[src/sv/gbce_pkg.sv]
// shared types, constants and functions of the glyph color-expand blitter
// no dependencies; imported by every module of the block
package gbce_pkg;

	localparam int COORD_BITS     = 12;
	localparam int GLYPH_DIM_BITS = 8;
	localparam int ADDR_BITS      = 26;
	localparam int COLOR_BITS     = 24;
	localparam int LINE_BITS      = 15;
	localparam int DEPTH_BITS     = 2;
	localparam int QUEUE_DEPTH    = 4;

	// column index within a row, 8 pixels per source byte
	localparam int COL_BITS = GLYPH_DIM_BITS + 3;
	localparam int Y_BITS   = ((COORD_BITS > GLYPH_DIM_BITS) ? COORD_BITS : GLYPH_DIM_BITS) + 1;
	localparam int X_BITS   = ((COORD_BITS > COL_BITS) ? COORD_BITS : COL_BITS) + 1;
	localparam int PROD_BITS = Y_BITS + LINE_BITS;
	localparam int MUL_BITS  = (PROD_BITS > ADDR_BITS) ? PROD_BITS : ADDR_BITS;

	// frame buffer formats
	localparam logic [DEPTH_BITS-1:0] DEPTH_8BPP  = 2'd0;
	localparam logic [DEPTH_BITS-1:0] DEPTH_16BPP = 2'd1;
	localparam logic [DEPTH_BITS-1:0] DEPTH_32BPP = 2'd2;

	// write size codes
	localparam logic [1:0] SIZE_1 = 2'd0;
	localparam logic [1:0] SIZE_2 = 2'd1;
	localparam logic [1:0] SIZE_4 = 2'd2;

	// register indexes
	localparam logic [1:0] REG_FOREGROUND = 2'd0;
	localparam logic [1:0] REG_BACKGROUND = 2'd1;
	localparam logic [1:0] REG_DEPTH      = 2'd2;
	localparam logic [1:0] REG_LINE_BYTES = 2'd3;

	localparam logic [COLOR_BITS-1:0] FOREGROUND_RESET = 24'hFFFFFF;
	localparam logic [COLOR_BITS-1:0] BACKGROUND_RESET = 24'h000000;
	localparam logic [LINE_BITS-1:0]  LINE_BYTES_RESET = 15'd4096;

	typedef struct packed {
		logic                      glyph_start;
		logic [COORD_BITS-1:0]     origin_x;
		logic [COORD_BITS-1:0]     origin_y;
		logic [GLYPH_DIM_BITS-1:0] glyph_width;
		logic [GLYPH_DIM_BITS-1:0] glyph_height;
		logic [GLYPH_DIM_BITS-1:0] row_pitch;
		logic                      source_is_bytes;
		logic [7:0]                bitmap_byte;
	} glyph_in_t;

	typedef struct packed {
		logic [ADDR_BITS-1:0] pixel_address;
		logic [31:0]          pixel_value;
		logic [1:0]           write_size;
		logic                 last_of_byte;
		logic                 glyph_done;
	} pix_out_t;

	// one classified source byte, front to back
	typedef struct packed {
		logic [Y_BITS-1:0] y;
		logic [X_BITS-1:0] x_first;
		logic [7:0]        bits;
		logic [2:0]        count_m1;
		logic              done_hit;
		logic [2:0]        done_k;
	} cmd_t;

	function automatic logic [31:0] format_color(logic [COLOR_BITS-1:0] c,
		logic [DEPTH_BITS-1:0] mode);
		case (mode)
			DEPTH_8BPP:  return {24'd0, c[7:0]};
			DEPTH_16BPP: return {16'd0, c[23:19], c[15:10], c[7:3]};
			default:     return {8'd0, c};
		endcase
	endfunction

	function automatic logic [1:0] size_code(logic [DEPTH_BITS-1:0] mode);
		case (mode)
			DEPTH_8BPP:  return SIZE_1;
			DEPTH_16BPP: return SIZE_2;
			default:     return SIZE_4;
		endcase
	endfunction

endpackage

[src/sv/glyph_bitmap_color_expand_blit.sv]
// Glyph color-expand blitter. Source bytes arrive on the glyph channel, one beat per byte;
// a beat with glyph_start set also loads the placement, size, row pitch and source format.
// Each byte becomes pixel writes on the pix channel: up to eight for a 1-bit source, one for
// an 8-bit source, none for padding bytes or bytes past the glyph. The back end issues one
// pixel write per cycle while pix_ready does not stall the output register; the glyph channel
// takes a beat every cycle while the four-entry command queue has room. An accepted byte
// passes through the command queue and the s1, s2 and output registers before its first write.
// Colors, depth mode and line byte count sit in APB registers at 0x0, 0x4, 0x8 and 0xC;
// write them only while idle.
// depends on gbce_pkg, gbce_front, gbce_queue, gbce_back
module glyph_bitmap_color_expand_blit (
	input  logic                clk,
	input  logic                arst_n,
	input  logic                psel,
	input  logic                penable,
	input  logic                pwrite,
	input  logic [3:0]          paddr,
	input  logic [31:0]         pwdata,
	output logic [31:0]         prdata,
	output logic                pready,
	input  logic                glyph_valid,
	output logic                glyph_ready,
	input  gbce_pkg::glyph_in_t glyph,
	output logic                pix_valid,
	input  logic                pix_ready,
	output gbce_pkg::pix_out_t  pix
);
	import gbce_pkg::*;

	logic [COLOR_BITS-1:0] fg_q, bg_q;
	logic [DEPTH_BITS-1:0] depth_q;
	logic [LINE_BITS-1:0]  line_q;
	logic                  cfg_write;
	logic [1:0]            reg_idx;

	logic                  push, pop, full, empty;
	cmd_t                  push_cmd, head;

	assign pready    = 1'b1;
	assign reg_idx   = paddr[3:2];
	assign cfg_write = psel && penable && pwrite && pready;

	always_ff @(posedge clk or negedge arst_n) begin
		if (!arst_n) begin
			fg_q    <= FOREGROUND_RESET;
			bg_q    <= BACKGROUND_RESET;
			depth_q <= DEPTH_32BPP;
			line_q  <= LINE_BYTES_RESET;
		end else if (cfg_write) begin
			case (reg_idx)
				REG_FOREGROUND: fg_q    <= pwdata[COLOR_BITS-1:0];
				REG_BACKGROUND: bg_q    <= pwdata[COLOR_BITS-1:0];
				REG_DEPTH:      depth_q <= pwdata[DEPTH_BITS-1:0];
				REG_LINE_BYTES: line_q  <= pwdata[LINE_BITS-1:0];
				default:        ;
			endcase
		end
	end

	always_comb begin
		case (reg_idx)
			REG_FOREGROUND: prdata = 32'(fg_q);
			REG_BACKGROUND: prdata = 32'(bg_q);
			REG_DEPTH:      prdata = 32'(depth_q);
			REG_LINE_BYTES: prdata = 32'(line_q);
			default:        prdata = '0;
		endcase
	end

	gbce_front u_front (
		.clk         (clk),
		.arst_n      (arst_n),
		.glyph_valid (glyph_valid),
		.glyph_ready (glyph_ready),
		.glyph       (glyph),
		.queue_full  (full),
		.push        (push),
		.cmd         (push_cmd)
	);

	gbce_queue u_queue (
		.clk      (clk),
		.arst_n   (arst_n),
		.push     (push),
		.push_cmd (push_cmd),
		.pop      (pop),
		.head     (head),
		.full     (full),
		.empty    (empty)
	);

	gbce_back u_back (
		.clk              (clk),
		.arst_n           (arst_n),
		.queue_empty      (empty),
		.head             (head),
		.pop              (pop),
		.foreground_color (fg_q),
		.background_color (bg_q),
		.video_depth_mode (depth_q),
		.line_byte_count  (line_q),
		.pix_valid        (pix_valid),
		.pix_ready        (pix_ready),
		.pix              (pix)
	);

endmodule

[src/sv/gbce_front.sv]
// front end: glyph geometry state, classifies each source byte into a command
// depends on gbce_pkg
module gbce_front (
	input  logic              clk,
	input  logic              arst_n,
	input  logic              glyph_valid,
	output logic              glyph_ready,
	input  gbce_pkg::glyph_in_t glyph,
	input  logic              queue_full,
	output logic              push,
	output gbce_pkg::cmd_t    cmd
);
	import gbce_pkg::*;

	logic [COORD_BITS-1:0]     base_x_q, base_y_q;
	logic [GLYPH_DIM_BITS-1:0] width_q, height_q, pitch_q, row_q, bir_q;
	logic                      bytes_mode_q;

	logic [COORD_BITS-1:0]     bx, by;
	logic [GLYPH_DIM_BITS-1:0] w, h, p, row, bir;
	logic                      bm, active, has_pix, accept;
	logic [COL_BITS-1:0]       first, covered, cols, avail, diff, n;
	logic [GLYPH_DIM_BITS:0]   bir_next;

	assign glyph_ready = !queue_full;
	assign accept      = glyph_valid && glyph_ready;

	always_comb begin
		if (glyph.glyph_start) begin
			bx  = glyph.origin_x;
			by  = glyph.origin_y;
			w   = glyph.glyph_width;
			h   = glyph.glyph_height;
			p   = (glyph.row_pitch == '0) ? GLYPH_DIM_BITS'(1) : glyph.row_pitch;
			bm  = glyph.source_is_bytes;
			row = '0;
			bir = '0;
		end else begin
			bx  = base_x_q;
			by  = base_y_q;
			w   = width_q;
			h   = height_q;
			p   = pitch_q;
			bm  = bytes_mode_q;
			row = row_q;
			bir = bir_q;
		end
		active  = row < h;
		first   = bm ? COL_BITS'(bir) : {bir, 3'b000};
		covered = bm ? COL_BITS'(p) : {p, 3'b000};
		cols    = (COL_BITS'(w) < covered) ? COL_BITS'(w) : covered;
		has_pix = active && (COL_BITS'(w) > first);
		avail   = COL_BITS'(w) - first;
		if (bm)
			n = COL_BITS'(1);
		else
			n = (avail < COL_BITS'(8)) ? avail : COL_BITS'(8);
		diff    = cols - COL_BITS'(1) - first;
		bir_next = {1'b0, bir} + 1'b1;

		cmd.y        = Y_BITS'(by) + Y_BITS'(row);
		cmd.x_first  = X_BITS'(bx) + X_BITS'(first);
		cmd.bits     = bm ? {(glyph.bitmap_byte != 8'd0), 7'd0} : glyph.bitmap_byte;
		cmd.count_m1 = 3'(n - COL_BITS'(1));
		cmd.done_hit = (({1'b0, row} + 1'b1) == {1'b0, h}) && (diff < n);
		cmd.done_k   = diff[2:0];
		push         = accept && has_pix;
	end

	always_ff @(posedge clk or negedge arst_n) begin
		if (!arst_n) begin
			base_x_q     <= '0;
			base_y_q     <= '0;
			width_q      <= '0;
			height_q     <= '0;
			pitch_q      <= GLYPH_DIM_BITS'(1);
			bytes_mode_q <= 1'b0;
			row_q        <= '0;
			bir_q        <= '0;
		end else if (accept) begin
			base_x_q     <= bx;
			base_y_q     <= by;
			width_q      <= w;
			height_q     <= h;
			pitch_q      <= p;
			bytes_mode_q <= bm;
			row_q        <= row;
			bir_q        <= bir;
			if (active) begin
				if (bir_next >= {1'b0, p}) begin
					bir_q <= '0;
					row_q <= row + 1'b1;
				end else begin
					bir_q <= bir_next[GLYPH_DIM_BITS-1:0];
				end
			end
		end
	end

endmodule

[src/sv/gbce_queue.sv]
// short command queue between front and back, show-ahead head
// depends on gbce_pkg
module gbce_queue (
	input  logic           clk,
	input  logic           arst_n,
	input  logic           push,
	input  gbce_pkg::cmd_t push_cmd,
	input  logic           pop,
	output gbce_pkg::cmd_t head,
	output logic           full,
	output logic           empty
);
	import gbce_pkg::*;

	localparam int PTR_BITS = $clog2(QUEUE_DEPTH);

	cmd_t                  slot_q [QUEUE_DEPTH];
	logic [PTR_BITS-1:0]   wr_ptr_q, rd_ptr_q;
	logic [PTR_BITS:0]     count_q;

	assign full  = (count_q == (PTR_BITS+1)'(QUEUE_DEPTH));
	assign empty = (count_q == '0);
	assign head  = slot_q[rd_ptr_q];

	always_ff @(posedge clk) begin
		if (push)
			slot_q[wr_ptr_q] <= push_cmd;
	end

	always_ff @(posedge clk or negedge arst_n) begin
		if (!arst_n) begin
			wr_ptr_q <= '0;
			rd_ptr_q <= '0;
			count_q  <= '0;
		end else begin
			if (push)
				wr_ptr_q <= wr_ptr_q + 1'b1;
			if (pop)
				rd_ptr_q <= rd_ptr_q + 1'b1;
			case ({push, pop})
				2'b10:   count_q <= count_q + 1'b1;
				2'b01:   count_q <= count_q - 1'b1;
				default: count_q <= count_q;
			endcase
		end
	end

endmodule

[src/sv/gbce_back.sv]
// back end: row term multiply, then one pixel write per cycle, unless pix_ready stalls it, into an output register
// depends on gbce_pkg
module gbce_back (
	input  logic                            clk,
	input  logic                            arst_n,
	input  logic                            queue_empty,
	input  gbce_pkg::cmd_t                  head,
	output logic                            pop,
	input  logic [gbce_pkg::COLOR_BITS-1:0] foreground_color,
	input  logic [gbce_pkg::COLOR_BITS-1:0] background_color,
	input  logic [gbce_pkg::DEPTH_BITS-1:0] video_depth_mode,
	input  logic [gbce_pkg::LINE_BITS-1:0]  line_byte_count,
	output logic                            pix_valid,
	input  logic                            pix_ready,
	output gbce_pkg::pix_out_t              pix
);
	import gbce_pkg::*;

	cmd_t                 cmd_s1, cmd_s2;
	logic [ADDR_BITS-1:0] row_s1, row_s2;
	logic                 valid_s1, valid_s2;
	logic [2:0]           k_q;
	pix_out_t             pix_q;
	logic                 pix_valid_q;

	logic                 out_free, emit, it_done, it_load, set;
	logic [MUL_BITS-1:0]  prod;
	logic [X_BITS:0]      xk;
	logic [ADDR_BITS-1:0] x_term;
	logic [COLOR_BITS-1:0] color;
	pix_out_t             pix_next;

	assign out_free = !pix_valid_q || pix_ready;
	assign emit     = valid_s2 && out_free;
	assign it_done  = emit && (k_q == cmd_s2.count_m1);
	assign it_load  = valid_s1 && (!valid_s2 || it_done);
	assign pop      = !queue_empty && (!valid_s1 || it_load);
	assign prod     = MUL_BITS'(head.y) * MUL_BITS'(line_byte_count);

	always_comb begin
		xk  = (X_BITS+1)'(cmd_s2.x_first) + (X_BITS+1)'(k_q);
		case (video_depth_mode)
			DEPTH_8BPP:  x_term = ADDR_BITS'(xk);
			DEPTH_16BPP: x_term = ADDR_BITS'({xk, 1'b0});
			default:     x_term = ADDR_BITS'({xk, 2'b00});
		endcase
		// msb first across the byte
		set   = cmd_s2.bits[3'd7 - k_q];
		color = set ? foreground_color : background_color;
		pix_next.pixel_address = row_s2 + x_term;
		pix_next.pixel_value   = format_color(color, video_depth_mode);
		pix_next.write_size    = size_code(video_depth_mode);
		pix_next.last_of_byte  = (k_q == cmd_s2.count_m1);
		pix_next.glyph_done    = cmd_s2.done_hit && (k_q == cmd_s2.done_k);
	end

	always_ff @(posedge clk) begin
		if (pop) begin
			cmd_s1 <= head;
			row_s1 <= prod[ADDR_BITS-1:0];
		end
		if (it_load) begin
			cmd_s2 <= cmd_s1;
			row_s2 <= row_s1;
		end
		if (emit)
			pix_q <= pix_next;
	end

	always_ff @(posedge clk or negedge arst_n) begin
		if (!arst_n) begin
			valid_s1    <= 1'b0;
			valid_s2    <= 1'b0;
			k_q         <= '0;
			pix_valid_q <= 1'b0;
		end else begin
			if (pop)
				valid_s1 <= 1'b1;
			else if (it_load)
				valid_s1 <= 1'b0;
			if (it_load) begin
				valid_s2 <= 1'b1;
				k_q      <= '0;
			end else if (it_done) begin
				valid_s2 <= 1'b0;
			end else if (emit) begin
				k_q <= k_q + 1'b1;
			end
			if (out_free)
				pix_valid_q <= emit;
		end
	end

	assign pix_valid = pix_valid_q;
	assign pix       = pix_q;

endmodule

[config.mk]
export PLATFORM = sky130hd
export DESIGN_NAME = glyph_bitmap_color_expand_blit
export DESIGN_NICKNAME = d
export VERILOG_FILES = /design/src/sv/gbce_pkg.sv /design/src/sv/glyph_bitmap_color_expand_blit.sv /design/src/sv/gbce_front.sv /design/src/sv/gbce_queue.sv /design/src/sv/gbce_back.sv
export SDC_FILE = /design/constraint.sdc
export NUM_CORES = 1
export LEC_CHECK = 0
export BUFFER_PORTS_ARGS = -buffer_cell sky130_fd_sc_hd__buf_4
export CORE_MARGIN = 2
export CORE_UTILIZATION = 50
export DETAILED_ROUTE_END_ITERATION = 7
export GPL_TIMING_DRIVEN = 1
export PLACE_DENSITY_LB_ADDON = 0.12
export SETUP_SLACK_MARGIN = 0.05
export SYNTH_ARGS = -nofsm -noshare
export SYNTH_HDL_FRONTEND = slang
export SYNTH_SLANG_ARGS = --single-unit
[constraint.sdc]
create_clock -name clk -period 11.21 [get_ports clk]
set_input_delay 2.242 -clock clk [delete_from_list [all_inputs] [get_ports clk]]
set_output_delay 2.242 -clock clk [all_outputs]
set_load 0.005 [all_outputs]
==> results.md, run 1 <==
| Quantity | This run |
|---|---|
| Result of the run | finished clean |
| Cells resized by post-CTS repair | 0 |
| Total routing resource utilization after global routing | 0.214 |
| Number of instances in the synthesized netlist | 2357 |
| Worst Max-Slew Pin Slew | 1.06 ns |
| Die height | 243 um |
| Netlist area before placement | 28700 um2 |
| Total I/O pin count | 198 |
| Vias per Instance | 5.41 |
| DP HPWL | 44700 um |
| Last weighted congestion value of the routability-driven placer | 0.833 |
| Worst reg2reg path startpoint | u_queue.rd_ptr_q[0]$_DFFE_PN0P_ |
| Final critical-path share of the clock period | 0.749 |
| Slowest library cell on the worst path | a21oi_1 |
| Biggest fanout along the worst timing path | 43 |
| CTS tree | yes |
| Clk buf depth | 3 |
| Length of the first detailed-routing pass in iterations | 5 |
| Number of DRC markers after the initial detailed-route iteration | 902 |
| Min-Delay Endpoint | u_back.cmd_s2[23]$_DFFE_PP_ |
| FF-to-FF setup slack | 4.15 ns |
| Depth of the CTS H-tree | 2 |
| CP Data Required Time | 11.68 ns |
| Global-route wire length before repair | 101000 um |
| Most common cell type on the critical path | a21oi_1 |
| Number of antenna violations at the first check in global routing | 0 |
| FF-to-FF End | u_back.row_s1[24]$_DFFE_PP_ |
| Ratio of cells with drive above 1 in the final layout | 0.194 |
| Ys async rst share | 0.305 |
| Post-Syn Area per Cell | 12.2 um2 |
| Final Net Count | 2927 |
| Maximum number of pins on one net before global-route repair | 77 |
| Class of the tightest hold or removal check | flop to flop |
| Top-area cell type share of the netlist area | 0.342 |
| Vias in the first global route | 18805 |
| Dominant cell type by area after synthesis | edfxtp_1 |
| Worst reg-to-reg path cell count | 21 |
| Hold-critical path depth | 0 |
| Clock root buffer master | clkbuf_16 |
| Die Area | 59300 um2 |
| Total number of vias | 17919 |
| Accumulated negative setup slack | 0 ns |
| Family of cells with the greatest summed delay on the critical path | compound AO/OA/AOI/OAI gates |
| Residual antenna-violating net count after detailed routing | 0 |
| Most used cells in the layout excluding fill and tap cells | edfxtp_1 (326), nand2_1 (257), inv_1 (218), buf_4 (188), ha_1 (162) |
| Placeable core region | 56500 um2 |
| Hold Violations, Final | 0 |
| Register area share after synthesis | 0.468 |
| Distinct cell type count of the synthesized netlist | 78 |
| Leading cell types by total area after synthesis | edfxtp_1 (34%), fa_1 (10%), dfrtp_1 (10%), ha_1 (7.1%), mux2_2 (4.4%) |
| Most instantiated flip-flop cell in the synthesis netlist | edfxtp_1 |
| Later-pin clock latency in the skew report | 0.62 ns |
| Total Wirelength | 62000 um |
| Clock sink count | 469 |
| Buffers & Inverters on Critical Path | 2 |
| Number of input and output port buffers inserted | 170 |
| Worst path arrival time | 8.87 ns |
| Area Overhead vs Synth | 13.3% |
| Startpoint of the worst hold path | u_back.cmd_s1[23]$_DFFE_PP_ |
| # rows | 87 |
| Crit end category | flop |
| Initial core utilization | 0.507 |
| Final setup violation count | 0 |
| Final cell count without fillers | 3315 |
| Longest individual stage delay on the worst path | 0.81 ns |
| Chip Width | 243 um |
| Number of clock buffers inserted by TritonCTS | 51 |
| EDFF count, synth | 326 |
| CP Launch Type | input pin |
| Leading cell type in the layout, fill and taps excluded | edfxtp_1 |
| DR DRC count | 0 |
| Setup repair after global routing missed its margin | false |
| Cell count after placement | 3218 |
| Max Cap Violations | 0 |
| # fillers | 4670 |
| Critical setup path kind | input pin to flop |
| Post-DR wirelength/cell | 18.7 um |
| # hold bufs at CTS | 0 |
| Count of yosys warnings during synthesis | 0 |
| Total count of max-transition violations in the final report | 0 |
| Remaining global-route overflow | 0 |
| Clock-pin slew on the worst setup and hold paths | 0.06 ns |
| Worst setup skew after layout | 0.0408 ns |
| Post-layout min period | 8.40 ns |
| Top achievable clock speed | 0.119 GHz |
| Setup fix buffers added after clock tree synthesis | 0 |
| Relative slew slack | 0.296 |
| Post-synthesis register bit count | 469 |
-- worst reg2reg max path: cells and delay by family, from the launching register on --
kind            cells  cell delay (ns)
buf+inv             4             0.87
compound gates      7             1.68
xor+xnor            1             0.10
simple gates        2             0.26
fa+ha+maj           6             2.71
mux                 1             0.86
flops               1             0.34
-- cells in the mapped netlist (10+ instances only) --
| cell | count |
|---|---|
| dfstp_2 | 27 |
| dfrtp_1 | 116 |
| o21ai_0 | 102 |
| ha_1 | 162 |
| o211ai_1 | 10 |
| buf_4 | 19 |
| nor3_1 | 18 |
| nor2_1 | 97 |
| fa_1 | 149 |
| inv_1 | 218 |
| nand2_1 | 258 |
| nor2b_1 | 29 |
| clkbuf_1 | 68 |
| buf_2 | 11 |
| xor2_1 | 47 |
| a22o_1 | 10 |
| mux2i_1 | 99 |
| and2_1 | 92 |
| xnor2_1 | 66 |
| edfxtp_1 | 326 |
| mux2_2 | 111 |
| nand3_1 | 26 |
| mux4_2 | 45 |
| a21o_1 | 29 |
| o21a_1 | 11 |
| a21oi_1 | 77 |
-- registers in the layout, indices dropped and copies added (netlist names), 8 cells and up --
name	flops
u_front.base_y_q	12
line_q	15
u_front.row_q	8
fg_q	24
u_back.pix	54
u_back.cmd_s1	28
u_front.pitch_q	8
u_back.row_s1	26
u_front.bir_q	8
u_back.row_s2	26
u_front.width_q	8
bg_q	24
u_back.cmd_s2	28
u_front.height_q	8
u_queue.slot_q	164
u_front.base_x_q	12
-- worst max-delay path by stage --
stage	startpoint	to	slack (ns)	cells past startpoint
2_1_floorplan	glyph[57]	u_queue.slot_q[0][3]$_DFFE_PP_	3.09	34
3_3_place_gp	glyph[57]	u_queue.slot_q[0][3]$_DFFE_PP_	2.49	32
3_5_place_dp	glyph[57]	u_queue.slot_q[2][3]$_DFFE_PP_	2.23	32
4_1_cts	glyph[57]	u_queue.slot_q[0][3]$_DFFE_PP_	2.85	32
5_1_grt	glyph[57]	u_queue.slot_q[2][3]$_DFFE_PP_	2.11	32
6_report	glyph[57]	u_queue.slot_q[3][3]$_DFFE_PP_	2.81	32
-- per-stage QoR --
stage                     area [um2]   util  setup slack (ns)  hold WS (ns)
after detailed placement       30700  0.543              2.23         0.405
after global placement         30700  0.543              2.49         0.404
final                          32500  0.575              2.81         0.415
after global routing           32500  0.575              2.11         0.423
after floorplan                28800      -              3.09         0.400
after CTS                      32500  0.575              2.85         0.418
-- metal layers --
layer  global-route usage  vias up  part of all wire
met5                    0        -                 0
li1                     -     8483                 -
met1                0.297     8953              0.46
met3               0.0270       87             0.043
met4               0.0603        0             0.021
met2                0.356      396              0.47
-- cells by family (layout without fill, tap and decap cells) --
| kind of cell | count (synthesis) | in the layout | synth area share |
|---|---|---|---|
| flip-flops | 469 | 469 | 0.468 |
| other | 2 | 27 | 0.000262 |
| adder cells (fa/ha/maj) | 311 | 311 | 0.175 |
| buffers and inverters | 328 | 505 | 0.0464 |
| AO/OA/AOI/OAI | 305 | 305 | 0.0685 |
| AND/OR/NAND/NOR | 574 | 574 | 0.0944 |
| multiplexers | 255 | 255 | 0.114 |
| XOR/XNOR | 113 | 113 | 0.0345 |
-- area by class of cell --
cell class,instances,area (um2),area share
clock inverter,37,458,0.0141
timing repair buffer,189,1420,0.0438
clock buffer,59,1350,0.0415
tap,756,946,0.0291
sequential,469,13400,0.413
antenna,1,2.50,0.0000771
inverter,220,826,0.0254
multi-input combinational,1584,14100,0.433
Power of run 1 is not shown: default switching activity piles up to over one toggle a cycle in this logic, so the estimate is an artifact.
==> inputs of run 2 (changes only) <==
==> constraint.sdc (replaced) <==
create_clock -name clk -period 8.15 [get_ports clk]
set_input_delay 1.63 -clock clk [delete_from_list [all_inputs] [get_ports clk]]
set_output_delay 1.63 -clock clk [all_outputs]
set_load 0.005 [all_outputs]
==> run 2 against run 1 <==
Via count increased by 0.61%. Core utilization decreased by 0.17 points. Flip-flop and latch count unchanged. First-iteration DRC count increased by 16%. Critical path depth decreased by 2. Highest routed layer unchanged.
==> results.md, run 2 (synthesized netlist as in run 1, its figures left out) <==
| Quantity | This run | Change |
|---|---|---|
| Result of the run | finished clean |  |
| Startpoint of the worst hold path | u_back.row_s1[18]$_DFFE_PP_ |  |
| Relative slew slack | 0.251 | -0.0448 |
| Maximum number of pins on one net before global-route repair | 74 | -3.9% |
| Longest individual stage delay on the worst path | 0.55 ns | -0.26 ns |
| DP HPWL | 45600 um | +1.8% |
| Total I/O pin count | 198 | unchanged |
| Total routing resource utilization after global routing | 0.216 | +0.00212 |
| Final Net Count | 2940 | +0.44% |
| Ratio of cells with drive above 1 in the final layout | 0.195 | +0.000727 |
| Post-DR wirelength/cell | 18.9 um | +0.88% |
| CP Launch Type | input pin |  |
| Accumulated negative setup slack | 0 ns | unchanged |
| Number of clock buffers inserted by TritonCTS | 49 | -3.9% |
| Cell count after placement | 3233 | +0.47% |
| CP Data Required Time | 8.60 ns | -3.08 ns |
| Final cell count without fillers | 3326 | +0.33% |
| Post-DP Area | 30800 um2 | +0.37% |
| Die height | 243 um | unchanged |
| Worst setup skew after layout | 0.0297 ns | -0.0111 ns |
| Clock sink count | 469 | unchanged |
| Class of the tightest hold or removal check | flop to flop |  |
| Die Area | 59300 um2 | unchanged |
| Total number of vias | 18029 | +0.61% |
| Fin area | 32400 um2 | -0.29% |
| Slowest library cell on the worst path | a21oi_2 |  |
| DR DRC count | 0 | unchanged |
| Worst path arrival time | 7.78 ns | -1.09 ns |
| Biggest fanout along the worst timing path | 23 | -47% |
| Most used cells in the layout excluding fill and tap cells | edfxtp_1 (326), nand2_1 (257), inv_1 (218), buf_4 (203), ha_1 (162) |  |
| Vias in the first global route | 18841 | +0.19% |
| Residual antenna-violating net count after detailed routing | 0 | unchanged |
| Setup fix buffers added after clock tree synthesis | 0 | unchanged |
| Critical setup path kind | input pin to flop |  |
| Chip Width | 243 um | unchanged |
| Total Wirelength | 62700 um | +1.2% |
| Final setup violation count | 0 | unchanged |
| Setup repair after global routing missed its margin | false |  |
| Remaining global-route overflow | 0 | unchanged |
| Number of DRC markers after the initial detailed-route iteration | 1045 | +16% |
| Leading cell type in the layout, fill and taps excluded | edfxtp_1 |  |
| Worst reg2reg path startpoint | u_queue.rd_ptr_q[1]$_DFFE_PN0P_ |  |
| Max reg flops | 164 | unchanged |
| Last weighted congestion value of the routability-driven placer | 0.893 | +7.2% |
| Depth of the CTS H-tree | 2 | unchanged |
| Total count of max-transition violations in the final report | 0 | unchanged |
| Max Cap Violations | 0 | unchanged |
| Number of antenna violations at the first check in global routing | 0 | unchanged |
| Global-route wire length before repair | 102000 um | +0.76% |
| Worst setup path startpoint | glyph[57] |  |
| Later-pin clock latency in the skew report | 0.61 ns | about the same |
| Clk buf depth | 3 | unchanged |
| Largest reg by FF count | u_queue.slot_q |  |
| Number of input and output port buffers inserted | 170 | unchanged |
| # rows | 87 | unchanged |
| Hold Violations, Final | 0 | unchanged |
| Post-layout min period | 7.32 ns |  |
| Initial core utilization | 0.507 | unchanged |
| CTS tree | yes |  |
| Clock-pin slew on the worst setup and hold paths | 0.06 ns | about the same |
| Vias per Instance | 5.42 | +0.28% |
| Clock root buffer master | clkbuf_16 |  |
| Length of the first detailed-routing pass in iterations | 5 | unchanged |
| Final critical-path share of the clock period | 0.898 |  |
| Placeable core region | 56500 um2 | unchanged |
| Worst Max-Slew Pin Slew | 1.12 ns | +0.0611 ns |
| Top achievable clock speed | 0.137 GHz |  |
| Area Overhead vs Synth | 13.0% |  |
| Crit end category | flop |  |
[run 2: changes by cell type in the layout (fill, tap and decap cells not counted), sizes merged]
| cell | change |
|---|---|
| clkinvlp | -2 |
| bufinv | -5 |
| clkinv | +2 |
| inv | -1 |
| buf | +15 |
| clkbuf | +2 |
[run 2: through the flow]
stage	hold WS [ns]	worst slack, ns	util
floorplan	0.400	0.646	-
global placement	0.403	0.144	0.545
detailed placement	0.405	-0.0750	0.545
CTS	0.408	0.517	0.573
global route	0.423	0.267	0.573
finish	0.405	0.829	0.573
[run 2: path summary, 6_finish.rpt]
kind / endpoint / slack (ns) / cells past startpoint
worst min-delay path: u_back.row_s2[18]$_DFFE_PP_ / 0.40 / 0
max in group asynchronous: u_queue.rd_ptr_q[0]$_DFFE_PN0P_ / 5.57 / 2
worst max register to register: u_back.row_s1[19]$_DFFE_PP_ / 1.46 / 20
worst max-delay path: u_queue.slot_q[3][3]$_DFFE_PP_ / 0.83 / 30
min in group asynchronous: u_back.pix_valid$_DFFE_PN0P_ / 1.02 / 1
worst min register to register: u_back.row_s2[18]$_DFFE_PP_ / 0.40 / 0
[run 2: worst max-delay path: cells and delay by family]
family,cells,cell delay (ns)
AOI/OAI and AO/OA,13,2.48
and+or+nand+nor,8,1.52
adders and majority gates,4,1.20
buffers and inverters,3,0.47
muxes,1,0.27
xor gates and xnor gates,1,0.17
[run 2: metal layers]
| layer | wire length, um | part of all wire | global-route usage |
|---|---|---|---|
| met2 | 29500 | 0.47 | 0.354 |
| met4 | 1300 | 0.021 | 0.0534 |
| met5 | 0 | 0 | 0 |
| met3 | 2760 | 0.044 | 0.0300 |
| met1 | 29200 | 0.47 | 0.307 |
[run 2: repair_timing]
action,4_1_cts,5_1_grt
gates resized for setup,0,1
hold buffers,0,0
endpoints found under the setup margin,0,4
[run 2: area by class of cell]
cell class | count | area [um2]
clock buffers | 61 | 1300
repair buffers | 204 | 1540
flip-flops and latches | 469 | 13400
fillers | 4638 | 24100
diodes | 1 | 2.50
inverters | 220 | 826
clock inverters | 31 | 293
multi-input cells | 1584 | 14100
well taps | 756 | 946
Power of run 2 is left out for the same reason.
